===== src/rtl/ppp_pkg.sv =====
`timescale 1ns / 1ps
// ----------------------------------------------------------------------------
// Polygon pose properties package
// Shared widths, register codes, result kinds, item structs and the back-end
// state encoding for the polygon pose properties block.
// ----------------------------------------------------------------------------
package ppp_pkg;

   localparam int COORD_W     = 32;
   localparam int POSE_W      = 18;
   localparam int VALUE_W     = 48;
   localparam int AREA_W      = 64;
   localparam int CSR_INDEX_W = 2;
   localparam int CSR_DATA_W  = 32;

   // configuration register indexes
   localparam logic [CSR_INDEX_W-1:0] CSR_POS_X     = 2'd0;
   localparam logic [CSR_INDEX_W-1:0] CSR_POS_Y     = 2'd1;
   localparam logic [CSR_INDEX_W-1:0] CSR_COS_ANGLE = 2'd2;
   localparam logic [CSR_INDEX_W-1:0] CSR_SIN_ANGLE = 2'd3;

   // pose after reset: origin, angle zero (cosine 1.0 in Q2.16)
   localparam logic signed [POSE_W-1:0] COS_RESET = 18'sd65536;

   localparam logic signed [COORD_W-1:0] COORD_MAX = 32'sh7FFF_FFFF;
   localparam logic signed [COORD_W-1:0] COORD_MIN = 32'sh8000_0000;

   typedef enum logic [2:0] {
      KIND_VERTEX     = 3'd0,
      KIND_EDGE       = 3'd1,
      KIND_CENTROID   = 3'd2,
      KIND_BOX_ORIGIN = 3'd3,
      KIND_BOX_SIZE   = 3'd4,
      KIND_AREA       = 3'd5
   } kind_type;

   typedef struct packed {
      logic signed [COORD_W-1:0] vertex_x;
      logic signed [COORD_W-1:0] vertex_y;
      logic                      final_vertex;
   } vertex_in_type;

   typedef struct packed {
      kind_type                  kind;
      logic signed [VALUE_W-1:0] value_x;
      logic signed [VALUE_W-1:0] value_y;
      logic                      run_end;
   } result_type;

   // placed vertex handed from the front end to the back end
   typedef struct packed {
      logic signed [COORD_W-1:0] world_x;
      logic signed [COORD_W-1:0] world_y;
      logic signed [COORD_W-1:0] local_x;
      logic signed [COORD_W-1:0] local_y;
      logic                      final_vertex;
   } world_item_type;

   typedef struct packed {
      logic signed [COORD_W-1:0] pos_x;
      logic signed [COORD_W-1:0] pos_y;
      logic signed [POSE_W-1:0]  cos_angle;
      logic signed [POSE_W-1:0]  sin_angle;
   } pose_type;

   typedef enum logic [3:0] {
      ST_IDLE,
      ST_VERT,
      ST_EDGE,
      ST_AREA1,
      ST_AREA2,
      ST_UPDATE,
      ST_FIN_START,
      ST_CLOSE,
      ST_CACC1,
      ST_CACC2,
      ST_CMAG,
      ST_CROUND,
      ST_CENT,
      ST_ORIGIN,
      ST_SIZE,
      ST_AREA
   } back_state_type;

endpackage


===== src/rtl/ppp_stream_if.sv =====
`timescale 1ns / 1ps
// ----------------------------------------------------------------------------
// Polygon pose properties stream channel
// Valid/ready channel carrying one item of the given payload type.
// ----------------------------------------------------------------------------
interface ppp_stream_if #(
   parameter type payload_type = logic
);
   logic        valid;
   logic        ready;
   payload_type payload;

   modport source (output valid, output payload, input ready);
   modport sink   (input valid, input payload, output ready);
endinterface


===== src/rtl/ppp_divider.sv =====
`timescale 1ns / 1ps
// ----------------------------------------------------------------------------
// Polygon pose properties divider
// Two-lane restoring divider: signed sums over an unsigned count, one
// quotient bit per cycle, truncating toward zero.
// ----------------------------------------------------------------------------
module ppp_divider #(
   parameter int DIVISOR_W = 7
) (
   input  logic                              clock,
   input  logic                              reset,
   input  logic                              start,
   input  logic signed [ppp_pkg::VALUE_W-1:0] dividend_x,
   input  logic signed [ppp_pkg::VALUE_W-1:0] dividend_y,
   input  logic [DIVISOR_W-1:0]              divisor,
   output logic                              done,
   output logic signed [ppp_pkg::VALUE_W-1:0] quotient_x,
   output logic signed [ppp_pkg::VALUE_W-1:0] quotient_y
);
   import ppp_pkg::*;

   localparam int STEP_W = $clog2(VALUE_W + 1);

   logic [VALUE_W-1:0]   quo_ff [2];
   logic [VALUE_W-1:0]   quo_in [2];
   logic [DIVISOR_W-1:0] rem_ff [2];
   logic [DIVISOR_W-1:0] rem_in [2];
   logic                 neg_ff [2];
   logic [DIVISOR_W-1:0] divisor_ff;
   logic [STEP_W-1:0]    step_ff, step_in;
   logic                 done_ff, done_in;
   logic [DIVISOR_W:0]   trial [2];
   logic signed [VALUE_W-1:0] dividend [2];

   assign dividend[0] = dividend_x;
   assign dividend[1] = dividend_y;

   // one restoring step per lane
   always_comb begin
      for (int i = 0; i < 2; i++) begin
         trial[i]  = {rem_ff[i], quo_ff[i][VALUE_W-1]};
         quo_in[i] = quo_ff[i];
         rem_in[i] = rem_ff[i];
         if (step_ff != '0) begin
            if (trial[i] >= {1'b0, divisor_ff}) begin
               rem_in[i] = DIVISOR_W'(trial[i] - {1'b0, divisor_ff});
               quo_in[i] = {quo_ff[i][VALUE_W-2:0], 1'b1};
            end else begin
               rem_in[i] = trial[i][DIVISOR_W-1:0];
               quo_in[i] = {quo_ff[i][VALUE_W-2:0], 1'b0};
            end
         end
      end
      step_in = (step_ff != '0) ? step_ff - 1'b1 : step_ff;
      done_in = done_ff || (step_ff == STEP_W'(1));
   end

   always_ff @(posedge clock) begin
      if (reset) begin
         step_ff <= '0;
         done_ff <= 1'b0;
      end else if (start) begin
         step_ff <= STEP_W'(VALUE_W);
         done_ff <= 1'b0;
      end else begin
         step_ff <= step_in;
         done_ff <= done_in;
      end
   end

   // load magnitudes on start, then iterate
   always_ff @(posedge clock) begin
      if (start) begin
         divisor_ff <= divisor;
         for (int i = 0; i < 2; i++) begin
            neg_ff[i] <= dividend[i][VALUE_W-1];
            quo_ff[i] <= dividend[i][VALUE_W-1] ? VALUE_W'(-dividend[i])
                                               : VALUE_W'(dividend[i]);
            rem_ff[i] <= '0;
         end
      end else begin
         for (int i = 0; i < 2; i++) begin
            quo_ff[i] <= quo_in[i];
            rem_ff[i] <= rem_in[i];
         end
      end
   end

   assign done       = done_ff;
   assign quotient_x = neg_ff[0] ? VALUE_W'(-quo_ff[0]) : VALUE_W'(quo_ff[0]);
   assign quotient_y = neg_ff[1] ? VALUE_W'(-quo_ff[1]) : VALUE_W'(quo_ff[1]);

endmodule


===== src/rtl/ppp_back.sv =====
`timescale 1ns / 1ps
// ----------------------------------------------------------------------------
// Polygon pose properties back end
// Takes placed vertices from the queue, emits vertices and edges, keeps the
// run accumulators and, on the final vertex, emits the polygon summary.
// ----------------------------------------------------------------------------
module ppp_back #(
   parameter int MAX_VERTICES = 64
) (
   input  logic                    clock,
   input  logic                    reset,
   input  logic                    pop_valid,
   output logic                    pop_ready,
   input  ppp_pkg::world_item_type pop_data,
   ppp_stream_if.source            rsp_if
);
   import ppp_pkg::*;

   localparam int CNT_W = $clog2(MAX_VERTICES + 1);

   localparam logic signed [AREA_W-1:0] AREA_MAX = {1'b0, {(AREA_W-1){1'b1}}};
   localparam logic signed [AREA_W-1:0] AREA_MIN = {1'b1, {(AREA_W-1){1'b0}}};

   back_state_type state_ff, state_in;

   world_item_type            cur_ff;
   logic signed [COORD_W-1:0] prev_wx_ff, prev_wy_ff, first_wx_ff, first_wy_ff;
   logic signed [COORD_W-1:0] prev_lx_ff, prev_ly_ff, first_lx_ff, first_ly_ff;
   logic signed [COORD_W-1:0] min_x_ff, min_y_ff, max_x_ff, max_y_ff;
   logic signed [VALUE_W-1:0] sum_x_ff, sum_y_ff;
   logic signed [AREA_W-1:0]  area_ff, prod_a_ff, prod_b_ff;
   logic [AREA_W-1:0]         mag_ff, rounded;
   logic [VALUE_W-1:0]        area_res_ff;
   logic [CNT_W-1:0]          count_ff;

   logic signed [COORD_W-1:0] mul_a1, mul_a2, mul_b1, mul_b2;
   logic                      use_first, rsp_fire, rsp_valid, div_start, div_done;
   logic signed [VALUE_W-1:0] cent_x, cent_y;
   result_type                rsp;

   function automatic logic signed [AREA_W-1:0] sat_add64(
      input logic signed [AREA_W-1:0] a, input logic signed [AREA_W-1:0] b);
      logic signed [AREA_W:0] s;
      s = {a[AREA_W-1], a} + {b[AREA_W-1], b};
      if (s[AREA_W] != s[AREA_W-1]) begin
         sat_add64 = s[AREA_W] ? AREA_MIN : AREA_MAX;
      end else begin
         sat_add64 = s[AREA_W-1:0];
      end
   endfunction

   function automatic logic signed [VALUE_W-1:0] sat_sum(
      input logic signed [VALUE_W-1:0] a, input logic signed [COORD_W-1:0] b);
      logic signed [VALUE_W:0] s;
      s = {a[VALUE_W-1], a} + {{(VALUE_W-COORD_W+1){b[COORD_W-1]}}, b};
      if (s[VALUE_W] != s[VALUE_W-1]) begin
         sat_sum = s[VALUE_W] ? {1'b1, {(VALUE_W-1){1'b0}}}
                              : {1'b0, {(VALUE_W-1){1'b1}}};
      end else begin
         sat_sum = s[VALUE_W-1:0];
      end
   endfunction

   function automatic logic signed [VALUE_W-1:0] wide_diff(
      input logic signed [COORD_W-1:0] a, input logic signed [COORD_W-1:0] b);
      logic signed [COORD_W:0] d;
      d = {a[COORD_W-1], a} - {b[COORD_W-1], b};
      wide_diff = {{(VALUE_W-COORD_W-1){d[COORD_W]}}, d};
   endfunction

   function automatic logic signed [VALUE_W-1:0] wide(input logic signed [COORD_W-1:0] a);
      wide = {{(VALUE_W-COORD_W){a[COORD_W-1]}}, a};
   endfunction

   assign rsp_fire = rsp_valid && rsp_if.ready;

   // next state
   always_comb begin
      state_in = state_ff;
      unique case (state_ff)
         ST_IDLE:      if (pop_valid) state_in = ST_VERT;
         ST_VERT: begin
            if (rsp_fire) state_in = (count_ff == '0) ? ST_UPDATE : ST_EDGE;
         end
         ST_EDGE:      if (rsp_fire) state_in = ST_AREA1;
         ST_AREA1:     state_in = ST_AREA2;
         ST_AREA2:     state_in = ST_UPDATE;
         ST_UPDATE:    state_in = cur_ff.final_vertex ? ST_FIN_START : ST_IDLE;
         ST_FIN_START: state_in = ST_CLOSE;
         ST_CLOSE:     if (rsp_fire) state_in = ST_CACC1;
         ST_CACC1:     state_in = ST_CACC2;
         ST_CACC2:     state_in = ST_CMAG;
         ST_CMAG:      state_in = ST_CROUND;
         ST_CROUND:    state_in = ST_CENT;
         ST_CENT:      if (rsp_fire) state_in = ST_ORIGIN;
         ST_ORIGIN:    if (rsp_fire) state_in = ST_SIZE;
         ST_SIZE:      if (rsp_fire) state_in = ST_AREA;
         ST_AREA:      if (rsp_fire) state_in = ST_IDLE;
      endcase
   end

   always_ff @(posedge clock) begin
      if (reset) begin
         state_ff <= ST_IDLE;
      end else begin
         state_ff <= state_in;
      end
   end

   // outputs per state
   always_comb begin
      pop_ready   = 1'b0;
      div_start   = 1'b0;
      rsp_valid   = 1'b0;
      rsp.kind    = KIND_VERTEX;
      rsp.value_x = wide(cur_ff.world_x);
      rsp.value_y = wide(cur_ff.world_y);
      rsp.run_end = 1'b0;
      unique case (state_ff)
         ST_IDLE:      pop_ready = 1'b1;
         ST_VERT: begin
            rsp_valid   = 1'b1;
            rsp.run_end = (count_ff == '0) && !cur_ff.final_vertex;
         end
         ST_EDGE: begin
            rsp_valid   = 1'b1;
            rsp.kind    = KIND_EDGE;
            rsp.value_x = wide_diff(cur_ff.world_x, prev_wx_ff);
            rsp.value_y = wide_diff(cur_ff.world_y, prev_wy_ff);
            rsp.run_end = !cur_ff.final_vertex;
         end
         ST_FIN_START: div_start = 1'b1;
         ST_CLOSE: begin
            rsp_valid   = 1'b1;
            rsp.kind    = KIND_EDGE;
            rsp.value_x = wide_diff(first_wx_ff, cur_ff.world_x);
            rsp.value_y = wide_diff(first_wy_ff, cur_ff.world_y);
         end
         ST_CENT: begin
            rsp_valid   = div_done;
            rsp.kind    = KIND_CENTROID;
            rsp.value_x = cent_x;
            rsp.value_y = cent_y;
         end
         ST_ORIGIN: begin
            rsp_valid   = 1'b1;
            rsp.kind    = KIND_BOX_ORIGIN;
            rsp.value_x = wide(min_x_ff);
            rsp.value_y = wide(min_y_ff);
         end
         ST_SIZE: begin
            rsp_valid   = 1'b1;
            rsp.kind    = KIND_BOX_SIZE;
            rsp.value_x = wide_diff(max_x_ff, min_x_ff);
            rsp.value_y = wide_diff(max_y_ff, min_y_ff);
         end
         ST_AREA: begin
            rsp_valid   = 1'b1;
            rsp.kind    = KIND_AREA;
            rsp.value_x = area_res_ff;
            rsp.value_y = '0;
            rsp.run_end = 1'b1;
         end
         default: ;
      endcase
   end

   assign rsp_if.valid   = rsp_valid;
   assign rsp_if.payload = rsp;

   // cross products: run terms, or the closing term once the run ends
   assign use_first = (state_ff == ST_FIN_START) || (state_ff == ST_CLOSE) ||
                      (state_ff == ST_CACC1) || (state_ff == ST_CACC2);
   assign mul_a1 = use_first ? first_lx_ff    : cur_ff.local_x;
   assign mul_a2 = use_first ? cur_ff.local_y : prev_ly_ff;
   assign mul_b1 = use_first ? cur_ff.local_x : prev_lx_ff;
   assign mul_b2 = use_first ? first_ly_ff    : cur_ff.local_y;

   always_ff @(posedge clock) begin
      prod_a_ff <= mul_a1 * mul_a2;
      prod_b_ff <= mul_b1 * mul_b2;
   end

   assign rounded = mag_ff + AREA_W'(65536);

   // run accumulators
   always_ff @(posedge clock) begin
      if (reset) begin
         prev_wx_ff  <= '0;
         prev_wy_ff  <= '0;
         first_wx_ff <= '0;
         first_wy_ff <= '0;
         prev_lx_ff  <= '0;
         prev_ly_ff  <= '0;
         first_lx_ff <= '0;
         first_ly_ff <= '0;
         area_ff     <= '0;
         sum_x_ff    <= '0;
         sum_y_ff    <= '0;
         min_x_ff    <= COORD_MAX;
         min_y_ff    <= COORD_MAX;
         max_x_ff    <= COORD_MIN;
         max_y_ff    <= COORD_MIN;
         count_ff    <= '0;
      end else begin
         unique case (state_ff)
            ST_AREA1, ST_CACC1: area_ff <= sat_add64(area_ff, prod_a_ff);
            ST_AREA2, ST_CACC2: area_ff <= sat_add64(area_ff, -prod_b_ff);
            ST_UPDATE: begin
               if (count_ff == '0) begin
                  first_wx_ff <= cur_ff.world_x;
                  first_wy_ff <= cur_ff.world_y;
                  first_lx_ff <= cur_ff.local_x;
                  first_ly_ff <= cur_ff.local_y;
               end
               prev_wx_ff <= cur_ff.world_x;
               prev_wy_ff <= cur_ff.world_y;
               prev_lx_ff <= cur_ff.local_x;
               prev_ly_ff <= cur_ff.local_y;
               sum_x_ff   <= sat_sum(sum_x_ff, cur_ff.world_x);
               sum_y_ff   <= sat_sum(sum_y_ff, cur_ff.world_y);
               if (cur_ff.world_x < min_x_ff) min_x_ff <= cur_ff.world_x;
               if (cur_ff.world_y < min_y_ff) min_y_ff <= cur_ff.world_y;
               if (cur_ff.world_x > max_x_ff) max_x_ff <= cur_ff.world_x;
               if (cur_ff.world_y > max_y_ff) max_y_ff <= cur_ff.world_y;
               if (count_ff != CNT_W'(MAX_VERTICES)) count_ff <= count_ff + 1'b1;
            end
            ST_AREA: begin
               // clear the run once the summary is taken
               if (rsp_fire) begin
                  prev_wx_ff  <= '0;
                  prev_wy_ff  <= '0;
                  first_wx_ff <= '0;
                  first_wy_ff <= '0;
                  prev_lx_ff  <= '0;
                  prev_ly_ff  <= '0;
                  first_lx_ff <= '0;
                  first_ly_ff <= '0;
                  area_ff     <= '0;
                  sum_x_ff    <= '0;
                  sum_y_ff    <= '0;
                  min_x_ff    <= COORD_MAX;
                  min_y_ff    <= COORD_MAX;
                  max_x_ff    <= COORD_MIN;
                  max_y_ff    <= COORD_MIN;
                  count_ff    <= '0;
               end
            end
            default: ;
         endcase
      end
   end

   // current vertex and area magnitude pipeline
   always_ff @(posedge clock) begin
      if (state_ff == ST_IDLE && pop_valid) begin
         cur_ff <= pop_data;
      end
      if (state_ff == ST_CMAG) begin
         if (area_ff == AREA_MIN) begin
            mag_ff <= AREA_MAX;
         end else begin
            mag_ff <= area_ff[AREA_W-1] ? -area_ff : area_ff;
         end
      end
      if (state_ff == ST_CROUND) begin
         area_res_ff <= VALUE_W'(rounded[AREA_W-1:17]);
      end
   end

   ppp_divider #(
      .DIVISOR_W (CNT_W)
   ) u_divider (
      .clock      (clock),
      .reset      (reset),
      .start      (div_start),
      .dividend_x (sum_x_ff),
      .dividend_y (sum_y_ff),
      .divisor    (count_ff),
      .done       (div_done),
      .quotient_x (cent_x),
      .quotient_y (cent_y)
   );

endmodule


===== src/flat_wrapper.sv =====
// flat-port wrapper written by rule: the top's interface ports become plain ports
module ppp_back_flat import ppp_pkg::*;
#(
   parameter int MAX_VERTICES = 64
)
  (clock, reset, pop_valid, pop_ready, pop_data, rsp_if_valid, rsp_if_payload, rsp_if_ready);
  ppp_stream_if rsp_if_i ();
  input  logic clock;
  input  logic reset;
  input  logic pop_valid;
  output logic pop_ready;
  input  ppp_pkg::world_item_type pop_data;
  output wire logic [$bits(rsp_if_i.valid)-1:0] rsp_if_valid;
  output wire logic [$bits(rsp_if_i.payload)-1:0] rsp_if_payload;
  input wire logic [$bits(rsp_if_i.ready)-1:0] rsp_if_ready;
  assign rsp_if_valid = rsp_if_i.valid;
  assign rsp_if_payload = rsp_if_i.payload;
  assign rsp_if_i.ready = rsp_if_ready;
  ppp_back #(.MAX_VERTICES(MAX_VERTICES)) u_core (.clock(clock), .reset(reset), .pop_valid(pop_valid), .pop_ready(pop_ready), .pop_data(pop_data), .rsp_if(rsp_if_i));
endmodule

===== config.mk =====
export PLATFORM = sky130hd
export DESIGN_NAME = ppp_back_flat
export DESIGN_NICKNAME = d
export VERILOG_FILES = /design/src/rtl/ppp_pkg.sv /design/src/rtl/ppp_stream_if.sv /design/src/rtl/ppp_divider.sv /design/src/rtl/ppp_back.sv /design/src/flat_wrapper.sv
export SDC_FILE = /design/constraint.sdc
export NUM_CORES = 1
export LEC_CHECK = 0
export ABC_AREA = 0
export BUFFER_PORTS_ARGS = -buffer_cell sky130_fd_sc_hd__buf_2
export CORE_MARGIN = 1.5
export CORE_UTILIZATION = 30
export CTS_CLUSTER_DIAMETER = 40
export DETAILED_ROUTE_END_ITERATION = 16
export PLACE_DENSITY = 0.76
export SYNTH_ARGS = -nofsm -noshare
export SYNTH_HDL_FRONTEND = slang
export SYNTH_SLANG_ARGS = --single-unit
export TNS_END_PERCENT = 30

===== constraint.sdc =====
create_clock -name clock -period 3.05 [get_ports clock]
set_input_delay 0.1525 -clock clock [delete_from_list [all_inputs] [get_ports clock]]
set_output_delay 0.1525 -clock clock [all_outputs]
set_load 0.005 [all_outputs]

* Word-level counts from Yosys, hierarchy flattened
Index checks and enable logic that the tools add are counted.
** Word-level totals
- Register bits :: 19
- Latch bits :: 0
- Memory bits (writable) :: 0
- ROM bits :: 0
- Input bits :: 133
- Output and inout bits :: 3
- Logic and storage cells :: 68
- Memories :: 0
** Cells by class
- Add/sub/neg operators :: 2
- Multiply operators :: 0
- Divide/modulo/power cells :: 0
- $lt $le $gt $ge :: 0
- Equality and inequality tests :: 26
- Shift operators :: 0
- Multiplexer cells :: 20
- Bitwise logic cells :: 0
- Reduce and logical (&&, ||, !) cells :: 14
** Operators by type and width (count)
- $pmux 4 s16 :: 1
- $eq 4x4->1 const B :: 8
- $mux 4 :: 8
- $eq 4x3->1 const B :: 4
- $ne 2x1->1 const B :: 8
- $mux 7 :: 2
- $pmux 7 s2 :: 1
- $mux 6 :: 2
- $eq 4x2->1 const B :: 2
- $reduce_and 8->1 :: 1
- $add 7x1->7 const B :: 1
- $logic_not 7->1 :: 1
- $ne 7x7->1 const B :: 1
- $eq 6x1->1 const B :: 1
- $mux 3 :: 2
- $reduce_bool 6->1 :: 1
- $reduce_or 6->1 :: 1
- $sub 6x1->6 const B :: 1
- $eq 4x1->1 const B :: 1
- $logic_not 4->1 :: 1
- $reduce_bool 2->1 :: 2
- $logic_and 1x1->1 :: 3
- $pmux 1 s3 :: 1
- $reduce_and 3->1 :: 1
- 6 further kinds :: 7

* Logic depth before layout (Yosys ltp)
- Depth in word-level cells :: 6
- Gate-level depth with buffers :: 7
- Depth with buffers taken out :: 6

* By module
A second synthesis with hierarchy kept.
** Unflattened totals
- Cell total of the unflattened synthesis :: 2543
- Area, all modules :: 22099.9 sq um
** By module, submodules not included
- ppp_back :: times used 1, cells each 1325, area an instance 11693.7 sq um, seq. area each 4093.9 sq um
- ppp_divider :: times used 1, cells each 1218, area an instance 10406.2 sq um, seq. area each 3573.4 sq um

* Worst setup path before layout
No wires, ideal clock.
- Kind :: reg-to-output
- From :: register u_core.count_ff[2]
- To :: output port rsp_if_payload
- Data arrival time :: 1451 ps
- Required time :: 2897 ps
- Slack :: 1447 ps
- Cell stages (with the launch flop) :: 6
- Buffers on the path :: 1
- Cells stage by stage :: dfxtp_1 or4_4 buf_6 nor4_2 nor2_1 o41ai_1
** On the way
- Longest elaborated chain between the ends :: 3
** Ends and longest elaborated chain
- start, declared :: RTL line ppp_back.sv:34 : logic [CNT_W-1:0] count_ff;
- start signal, assigned :: RTL line ppp_back.sv:226 : if (count_ff != CNT_W'(MAX_VERTICES)) count_ff <= count_ff + 1'b1;
- $logic_not 7->1 :: RTL line ppp_back.sv:123 : rsp.run_end = (count_ff == '0) && !cur_ff.final_vertex;
- $logic_and 1x1->1 :: RTL line ppp_back.sv:123
- $pmux 1 s3 :: RTL line ppp_back.sv:119 : unique case (state_ff)
- end, declared :: RTL line flat_wrapper.sv:14 : output wire logic [$bits(rsp_if_i.payload)-1:0] rsp_if_payload;
No other way between the ends.

* Worst setup path in the final report
Same ends and word-level chain as after synthesis.

==> flow_results.xml <==
<?xml version="1.0" encoding="UTF-8"?>
<metrics>
  <group name="timing">
    <metric name="fmax" unit="GHz">0.504</metric>
    <metric name="min_period_over_period" unit="">0.651</metric>
    <metric name="timing.final.setup_violations" unit="">0</metric>
    <metric name="timing.final.hold_violations" unit="">0</metric>
    <metric name="setup_total_negative_slack" unit="ns">0</metric>
    <metric name="worst_slew_pin_slew" unit="ns">0.544</metric>
    <metric name="maxSlewViolCount" unit="">0</metric>
    <metric name="post_route_skew" unit="ns">0.00625</metric>
    <metric name="layout_setup_ws" unit="ns">1.06</metric>
    <metric name="layout_min_cycle_time" unit="ns">1.99</metric>
    <metric name="relSlewSlack" unit="">0.637</metric>
    <metric name="rsz0062_at_grt" unit="">false</metric>
  </group>
  <group name="clocking">
    <metric name="cts_inserted_buffers" unit="">3</metric>
    <metric name="cts_max_path_buffers" unit="">2</metric>
    <metric name="cts_resized" unit="">0</metric>
    <metric name="postCtsSetupRepairBufs" unit="">0</metric>
    <metric name="cts_tree" unit="">done</metric>
    <metric name="htree_levels" unit="">1</metric>
    <metric name="cts.hold.buffers_added" unit="">0</metric>
    <metric name="clkTransAtPathRegs" unit="ns">0.08</metric>
    <metric name="clk_root_buffer_cell" unit="">sky130_fd_sc_hd__clkbuf_8</metric>
    <metric name="clock_sink_count" unit="">19</metric>
    <metric name="clk-insertion-delay-late" unit="ns">0.26</metric>
  </group>
  <group name="global_route">
    <metric name="grt_start_max_net_pins" unit="">19</metric>
    <metric name="number_of_global_route_vias_before_repair" unit="">1007</metric>
    <metric name="number_of_antenna_violations_at_the_first_check_in_global_routing" unit="">0</metric>
    <metric name="global_route.usage.total" unit="">0.123</metric>
    <metric name="grt_pass1_wl" unit="um">4250</metric>
    <metric name="grt_remaining_overflow" unit="">0</metric>
  </group>
  <group name="critical_path">
    <metric name="timing.critical_path.fanout_max" unit="">6</metric>
    <metric name="r2r_start" unit="">u_core.count_ff[2]</metric>
    <metric name="timing.critical_path.arrival" unit="ns">1.83</metric>
    <metric name="reg2reg_depth" unit="">4</metric>
    <metric name="timing.reg2reg.setup_slack" unit="ns">1.26</metric>
    <metric name="cp-start-kind" unit="">register</metric>
    <metric name="path_class" unit="">register to output port</metric>
    <metric name="r2r_end" unit="">u_core.count_ff[3]</metric>
    <metric name="timing.critical_path.required" unit="ns">2.90</metric>
    <metric name="setup.worst_path.end_class" unit="">output port</metric>
  </group>
  <group name="die">
    <metric name="initial_core_util" unit="">0.321</metric>
    <metric name="die_height" unit="um">66.5</metric>
    <metric name="die-width" unit="um">66.5</metric>
    <metric name="placeableCoreArea" unit="mm^2">0.00377</metric>
    <metric name="floorplan.io_pins" unit="">136</metric>
    <metric name="die-area" unit="mm^2">0.00443</metric>
    <metric name="core.rowCount" unit="">22</metric>
  </group>
  <group name="cells_and_area">
    <metric name="area_growth_from_synthesis_to_layout" unit="%">7.13</metric>
    <metric name="final.fill_count" unit="">383</metric>
    <metric name="final_design_area_no_fill" unit="mm^2">0.00130</metric>
    <metric name="final_net_count" unit="">287</metric>
    <metric name="antenna_cells" unit="">0</metric>
    <metric name="drive_gt1_frac" unit="">0.141</metric>
  </group>
  <group name="detailed_routing">
    <metric name="vias" unit="">1034</metric>
    <metric name="drc" unit="">0</metric>
    <metric name="final_antenna_net_count" unit="">0</metric>
    <metric name="drt_wl_cell" unit="um">12.4</metric>
    <metric name="detail_route.first_pass.iterations" unit="">4</metric>
    <metric name="routed_wirelength" unit="um">2440</metric>
    <metric name="initialDrtViolationCount" unit="">35</metric>
    <metric name="vias_per_cell" unit="">5.25</metric>
  </group>
  <group name="yosys">
    <metric name="ys_warn_count" unit="">0</metric>
    <metric name="postSynthNetCount" unit="">284</metric>
    <metric name="synth_sequential_area_ratio" unit="">0.322</metric>
    <metric name="postSynthRegisterBits" unit="">19</metric>
    <metric name="postSynthAreaPerCell" unit="um^2">8.24</metric>
    <metric name="synth_top_flop_cell" unit="">sky130_fd_sc_hd__dfxtp_1</metric>
    <metric name="ys_async_rst_share" unit="">0</metric>
    <metric name="synth_area" unit="mm^2">0.00121</metric>
    <metric name="synth_enable_flop_cells" unit="">1</metric>
    <metric name="post_synth_num_cell_types" unit="">46</metric>
    <metric name="synth_instances" unit="">147</metric>
  </group>
  <group name="min_path">
    <metric name="worst_hold_path.num_cells" unit="">1</metric>
    <metric name="holdPathEnd" unit="">u_core.cur_ff[0]</metric>
    <metric name="holdCritStartpoint" unit="">pop_data[0]</metric>
    <metric name="min_path_type" unit="">primary input to register</metric>
  </group>
  <group name="power">
    <metric name="power.total" unit="uW">868</metric>
    <metric name="power.density" unit="mW/mm^2">669</metric>
    <metric name="ir_drop" unit="uV">395</metric>
    <metric name="cellLeakagePower" unit="uW">0.000482</metric>
  </group>
  <group name="status">
    <metric name="run_status" unit="">finished, final reports clean</metric>
  </group>
  <group name="place">
    <metric name="placed_area" unit="mm^2">0.00125</metric>
    <metric name="place_congestion" unit="">0.804</metric>
    <metric name="hpwlAfterDp" unit="um">1680</metric>
    <metric name="worst_slack_placed" unit="ns">1.28</metric>
    <metric name="port-buffer-count" unit="">7</metric>
  </group>
  <group name="flow_run">
    <metric name="maxcap_viol_count" unit="">0</metric>
  </group>
</metrics>
-- where the power goes --
part / total, uW / switching (uW) / internal, uW
clock: 180 / 87.2 / 93.0
combinational: 316 / 163 / 153
sequential: 372 / 70.9 / 301
total: 868 / 321 / 547
-- synthesized netlist by cell type (all sizes together), types with 3 or more instances --
cell type	count	area, um^2
dfxtp	18	360
a21oi	12	67.6
nand2	12	45.0
nor2	12	45.0
inv	10	37.5
buf	6	42.5
nand3	6	35.0
o31ai	6	50.1
nand2b	5	31.3
ha	4	50.1
mux2i	4	40.0
nor3	4	20.0
o21ai	4	23.8
or3	4	25.0
a2111o	3	33.8
a31oi	3	18.8
clkbuf	3	11.3
xnor2	3	26.3
-- flip-flops by register name, summed over array words and instances, names as in the netlist --
name	cells
u_core.count_ff	7
u_core.cur_ff	1
u_core.state_ff	4
u_core.u_divider.done	1
u_core.u_divider.step_ff	6
-- how the worst max path moves through the flow --
stage / cells past startpoint / to / slack, ns / start
floorplan: 5 / rsp_if_payload / 1.45 / u_core.count_ff[2]
global placement: 5 / rsp_if_payload / 1.28 / u_core.count_ff[2]
detailed placement: 4 / u_core.count_ff[3] / 1.28 / u_core.count_ff[2]
CTS: 5 / rsp_if_payload / 1.07 / u_core.count_ff[2]
global route: 5 / rsp_if_payload / 0.94 / u_core.count_ff[2]
finish: 5 / rsp_if_payload / 1.06 / u_core.count_ff[2]
-- cells by family after synthesis --
kind of cell,count (synthesis),share of synthesized area
mux,4,0.0331
compound gates,39,0.239
xor+xnor,4,0.0289
simple gates,58,0.260
fa+ha+maj,4,0.0413
flops,19,0.322
buf+inv,19,0.0754
-- worst max-delay path, cell delays in order (launching register included) --
cell                      delay [ns]
sky130_fd_sc_hd__dfxtp_1        0.36
sky130_fd_sc_hd__or4_4          0.62
sky130_fd_sc_hd__nor4_2         0.15
sky130_fd_sc_hd__nor2_1         0.07
sky130_fd_sc_hd__o41ai_1        0.22
sky130_fd_sc_hd__buf_2          0.17
-- metrics by stage --
| stage | util | hold WS (ns) | cells |
|---|---|---|---|
| 2_1_floorplan | - | 0.251 | 147 |
| 3_3_place_gp | 0.332 | 0.329 | 193 |
| 3_5_place_dp | 0.332 | 0.333 | 193 |
| 4_1_cts | 0.344 | 0.0635 | 197 |
| 5_1_grt | 0.344 | 0.0621 | 197 |
| 6_report | 0.344 | 0.0641 | 197 |
-- cells in the final DEF (no fill, tap or decap), drive strengths merged, types with 2 or more instances in the layout --
cell     count
or3          4
nor2        12
a2111o       3
o21ai        4
nand2b       5
nand2       12
xnor2        3
o31ai        6
clkbuf       4
nor4         2
dfxtp       18
inv         10
a31oi        3
nor2b        2
buf          7
mux2i        4
nand4        2
and3         2
a21oi       12
o2111ai      2
and2         2
nand3        6
or2          2
o41ai        2
ha           4
nor3         4
-- area by class of cell --
| cell class | count | area [um^2] | area share |
|---|---|---|---|
| Clock buffer | 4 | 45.0 | 0.0347 |
| Timing Repair Buffer | 7 | 35.0 | 0.0270 |
| Inverter | 10 | 37.5 | 0.0289 |
| Sequential cell | 19 | 390 | 0.301 |
| Tap cell | 48 | 60.1 | 0.0463 |
| Multi-Input combinational cell | 109 | 729 | 0.562 |
-- metal layers --
metal	vias up	GRT usage	wire, um
li1	536	-	-
met1	486	0.149	1270
met2	10	0.205	1080
met3	2	0.0389	72
met4	0	0.0383	13
met5	-	0	0
Note: power is estimated with default switching activity, not from simulation.
